==> src/design/pst_pkg.sv <==
// ----------------------------------------------------------------------------
// pst_pkg
// Types and constants of the property subscription table.
// ----------------------------------------------------------------------------
package pst_pkg;

    localparam int MAX_SUBS    = 4;
    localparam int CNT_W       = 16;
    localparam int CFG_INDEX_W = 1;
    localparam int CFG_DATA_W  = 16;

    localparam logic [CNT_W-1:0] CNT_ONE = 16'd1;

    // Register indexes of the configuration port
    localparam logic [CFG_INDEX_W-1:0] CFG_MAX_SUBS = 1'd0;
    localparam logic [CFG_INDEX_W-1:0] CFG_ALL_MASK = 1'd1;

    // Per-subscriber entry codes; the fourth code is corrupt
    localparam logic [1:0] CODE_NONE = 2'd0;
    localparam logic [1:0] CODE_SUB  = 2'd1;
    localparam logic [1:0] CODE_ONCE = 2'd2;

    typedef enum logic [1:0] {
        CMD_SET       = 2'd0,
        CMD_ONCE      = 2'd1,
        CMD_QUERY_ONE = 2'd2,
        CMD_QUERY_ALL = 2'd3
    } cmd_t;

    typedef enum logic [1:0] {
        ST_CLEAR,
        ST_IDLE,
        ST_EXEC
    } state_t;

    typedef struct packed {
        cmd_t       command;
        logic [1:0] sub_id;
        logic       flag;
    } req_t;

    typedef struct packed {
        logic                status;
        logic                hit;
        logic [MAX_SUBS-1:0] mask;
    } res_t;

endpackage

==> src/design/pst_update.sv <==
// ----------------------------------------------------------------------------
// pst_update
// Modify step: new entry, new counters and the answer for one request.
// ----------------------------------------------------------------------------
module pst_update #(
    parameter int SUBSCRIBERS = 4
) (
    input  pst_pkg::req_t                                    req,
    input  logic [2*SUBSCRIBERS-1:0]                         entry,
    input  logic [SUBSCRIBERS-1:0][pst_pkg::CNT_W-1:0]       cnt,
    input  logic [pst_pkg::CNT_W-1:0]                        max_subs,
    input  logic [SUBSCRIBERS-1:0]                           all_mask,
    output logic [2*SUBSCRIBERS-1:0]                         entry_upd,
    output logic [SUBSCRIBERS-1:0][pst_pkg::CNT_W-1:0]       cnt_upd,
    output pst_pkg::res_t                                    res
);

    logic sub_ok;

    assign sub_ok = ({1'b0, req.sub_id} < 3'(SUBSCRIBERS));

    always_comb
    begin
        logic [1:0] code;
        logic [1:0] new_code;
        logic       sel;
        logic       do_sub;
        logic       do_drop;

        entry_upd = entry;
        cnt_upd   = cnt;
        res       = '0;
        for (int i = 0; i < SUBSCRIBERS; i++)
        begin
            code     = entry[2*i +: 2];
            sel      = sub_ok && (req.sub_id == 2'(i));
            new_code = pst_pkg::CODE_SUB;
            do_sub   = 1'b0;
            do_drop  = 1'b0;

            unique case (req.command)
                pst_pkg::CMD_SET:
                begin
                    if (sel)
                    begin
                        do_sub  = req.flag;
                        do_drop = !req.flag;
                    end
                end
                pst_pkg::CMD_ONCE:
                begin
                    do_sub   = sel;
                    new_code = pst_pkg::CODE_ONCE;
                end
                pst_pkg::CMD_QUERY_ONE:
                begin
                    if (sel)
                    begin
                        if (all_mask[i])
                        begin
                            res.hit = 1'b1;
                        end
                        else
                        begin
                            // consume single-use marks, scrub corrupt codes
                            res.hit = (code == pst_pkg::CODE_SUB) ||
                                      (code == pst_pkg::CODE_ONCE);
                            do_drop = (code != pst_pkg::CODE_SUB) &&
                                      (code != pst_pkg::CODE_NONE);
                        end
                    end
                end
                pst_pkg::CMD_QUERY_ALL:
                begin
                    res.mask[i] = (code == pst_pkg::CODE_SUB) ||
                                  (code == pst_pkg::CODE_ONCE);
                    do_drop     = (code != pst_pkg::CODE_SUB) &&
                                  (code != pst_pkg::CODE_NONE);
                end
            endcase

            if (do_sub)
            begin
                if (cnt[i] < max_subs)
                begin
                    cnt_upd[i]         = cnt[i] + pst_pkg::CNT_ONE;
                    entry_upd[2*i +: 2] = new_code;
                end
                else
                begin
                    res.status = 1'b1;
                end
            end
            if (do_drop)
            begin
                entry_upd[2*i +: 2] = pst_pkg::CODE_NONE;
                if (cnt[i] != '0)
                begin
                    cnt_upd[i] = cnt[i] - pst_pkg::CNT_ONE;
                end
            end
        end
    end

endmodule

==> config.mk <==
export PLATFORM = sky130hd
export DESIGN_NAME = pst_update
export DESIGN_NICKNAME = d
export VERILOG_FILES = /design/src/design/pst_pkg.sv /design/src/design/pst_update.sv
export SDC_FILE = /design/constraint.sdc
export NUM_CORES = 1
export LEC_CHECK = 0
export BUFFER_PORTS_ARGS = -buffer_cell sky130_fd_sc_hd__buf_2
export CORE_MARGIN = 4
export CORE_UTILIZATION = 35
export DETAILED_ROUTE_END_ITERATION = 7
export PLACE_DENSITY_LB_ADDON = 0.25
export RECOVER_POWER = 25
export SLEW_MARGIN = 40
export SYNTH_ARGS = -nofsm -noshare
export SYNTH_HDL_FRONTEND = slang
export SYNTH_SLANG_ARGS = --single-unit
==> constraint.sdc <==
create_clock -name vclk -period 4.41
set_clock_uncertainty 0.2 [all_clocks]
set_input_delay 0.882 -clock vclk [all_inputs]
set_output_delay 0.882 -clock vclk [all_outputs]
set_load 0.005 [all_outputs]
==> results by group <==
Setup path
  – Worst path arrival time: 3.22 ns
  – Startpoint types: primary input
  – Worst Path Required: 3.33 ns
  – Crit Path Class: in2out
  – Crit end category: output port
  – CP max FO: 4

Logic synthesis
  – Post-synthesis sequential area ratio: 0%
  – Top cells by area, synth: ha_1, xor2_1, xnor2_1
  – Post-synthesis net count: 793
  – Mapped cell area: 0.00429 mm²
  – Biggest area consumer among synthesized cells: ha_1
  – Post-synth top area share: 23.3%
  – Synthesized area per cell: 6.97 µm²
  – Commonest cells in the netlist: ha_1, nand2_1, inv_1
  – Cell with the most instances after synthesis: ha_1
  – Yosys warning count: 0
  – Synthesized netlist cell count: 616
  – Unique cell type count in the Yosys netlist: 66

Drt
  – TritonRoute pass-1 iters: 5
  – Initial DRC count: 411
  – DRT antenna net count: 0
  – DRT Wirelength: 16,800 µm
  – Vias per cell: 5.92
  – Vias: 5,592
  – DRC viols: 0
  – Drt wl/cell: 17.8 µm

Placed design
  – Port Buffers: 175
  – GPL Wtd Cong: 0.973
  – Post-DP HPWL: 14,300 µm
  – Pre-CTS setup slack: 0.0873 ns
  – Placed cell areas: 0.00544 mm²

Power and ir drop
  – Tot Pwr: 0.464 mW
  – Leak: 2.53 nW
  – PD cells: 85.4 mW/mm²
  – Peak VDD IR: 0.0378 mV

STA
  – Max Slew Vio Count: 0
  – WHS: 1.87 ns
  – Fmax: 0.232 GHz
  – Tmin final: 4.30 ns
  – RSZ-0062 raised after global routing: false
  – Final setup viols: 0
  – Final Hold Viols: 0
  – Tightest Pin Transition: 0.769 ns
  – Final worst path period share: 97.6%
  – Final Worst Setup Slack: 0.106 ns
  – Sum Neg Setup Slack: 0 ns
  – Worst slew margin: 48.8%

Layout
  – Nets: 976
  – Seq_cells: 0
  – P&R area growth vs syn: 26.6%
  – # diodes: 0
  – Seq. cell area: 0 µm²
  – Fillers: 1,295
  – Final Cell Area: 0.00544 mm²
  – Clock buffers: 0
  – Share of layout cells above drive strength 1: 25.6%

Min path
  – Worst min path class: in2out

Global route
  – Largest net degree at the start of global routing: 21
  – Vias in the first global route: 5,326
  – Initial antenna violation count: 0
  – Gr usage total: 22.4%
  – GRT overflow: 0
  – First-pass GRT wire length: 26,900 µm

Die
  – Initial Util: 35.7%
  – DIE WIDTH: 119 µm
  – Die Ht: 119 µm
  – # IOs: 175
  – Row count: 40
  – Die area: 0.0141 mm²
  – Core area: 0.0120 mm²

Run
  – Max cap viols: 0

Outcome
  – Outcome: completed

Clocking
  – Hold buffers post-CTS: 0
## path summary, 6_finish.rpt
path,start,end,depth (start not counted)
worst max-delay path,cnt[40],cnt_upd[39],8
worst min-delay path,cnt[31],cnt_upd[31],3
## power by group
| part | internal, mW | switching [mW] | leakage (nW) |
|---|---|---|---|
| Clock | 0 | 0 | 0 |
| Sequential | 0 | 0 | 0 |
| Combinational | 0.190 | 0.275 | 2.53 |
| Total | 0.190 | 0.275 | 2.53 |
## final cells by class
class                           count  area [µm²]  area share [%]
Multi-Input combinational cell    558        4070            74.9
Inverter                           42         161            2.97
Tap cell                          147         184            3.38
Timing Repair Buffer              197        1020            18.8
## layer usage
| layer | wire length, µm | share of wire, % | track usage (%) |
|---|---|---|---|
| met1 | 7300 | 43 | 30.2 |
| met2 | 8130 | 48 | 39.9 |
| met3 | 1110 | 6.6 | 1.44 |
| met4 | 242 | 1.4 | 3.33 |
| met5 | 0 | 0 | 0 |
## critical path: stages
cell	delay, ns
buf_2	0.14
or3_4	0.42
or3_1	0.41
or3_4	0.44
o31a_1	0.34
o32ai_2	0.31
xor2_1	0.16
buf_2	0.13
## repair_timing
action | CTS | global route
setup buffers | 0 | 1
setup endpoints to repair | 0 | 16
gates resized for setup | 0 | 3
## cell usage in the layout, fill, tap and decap left out, types with 4 or more instances in the layout
cell type and count:
a211oi_1 10, a21o_1 6, a21oi_1 24, a31oi_1 11, a32oi_1 4, and3_1 22, and4_1 4, buf_2 162
buf_4 20, clkbuf_1 13, ha_1 80, inv_1 41, nand2_1 51, nand2b_1 12, nand3_1 37, nand4_1 14
nor2_1 40, nor3_1 12, nor3b_1 4, nor4_1 16, nor4b_1 5, o2111ai_1 4, o211ai_1 7, o21a_1 4
o21ai_0 12, o21ai_1 16, o22ai_1 18, o31ai_2 4, o32ai_1 11, or2_1 4, or2_2 4, or3_1 13
xnor2_1 24, xor2_1 36
## through the flow
| step | cells | util [%] |
|---|---|---|
| after floorplan | 616 | - |
| after detailed placement | 943 | 45.3 |
| after global placement | 943 | 45.3 |
| after global routing | 944 | 45.3 |
| final | 944 | 45.3 |
| after CTS | 943 | 45.3 |
## logic make-up after synthesis
kind of cell / count (synthesis) / share of synthesized area, %
buffers and inverters: 58 / 5.31
and+or+nand+nor: 257 / 32.3
AOI/OAI and AO/OA: 160 / 26.6
xor gates and xnor gates: 60 / 12.2
adders and majority gates: 80 / 23.3
muxes: 1 / 0.233
(Power assumes the default switching activity.)
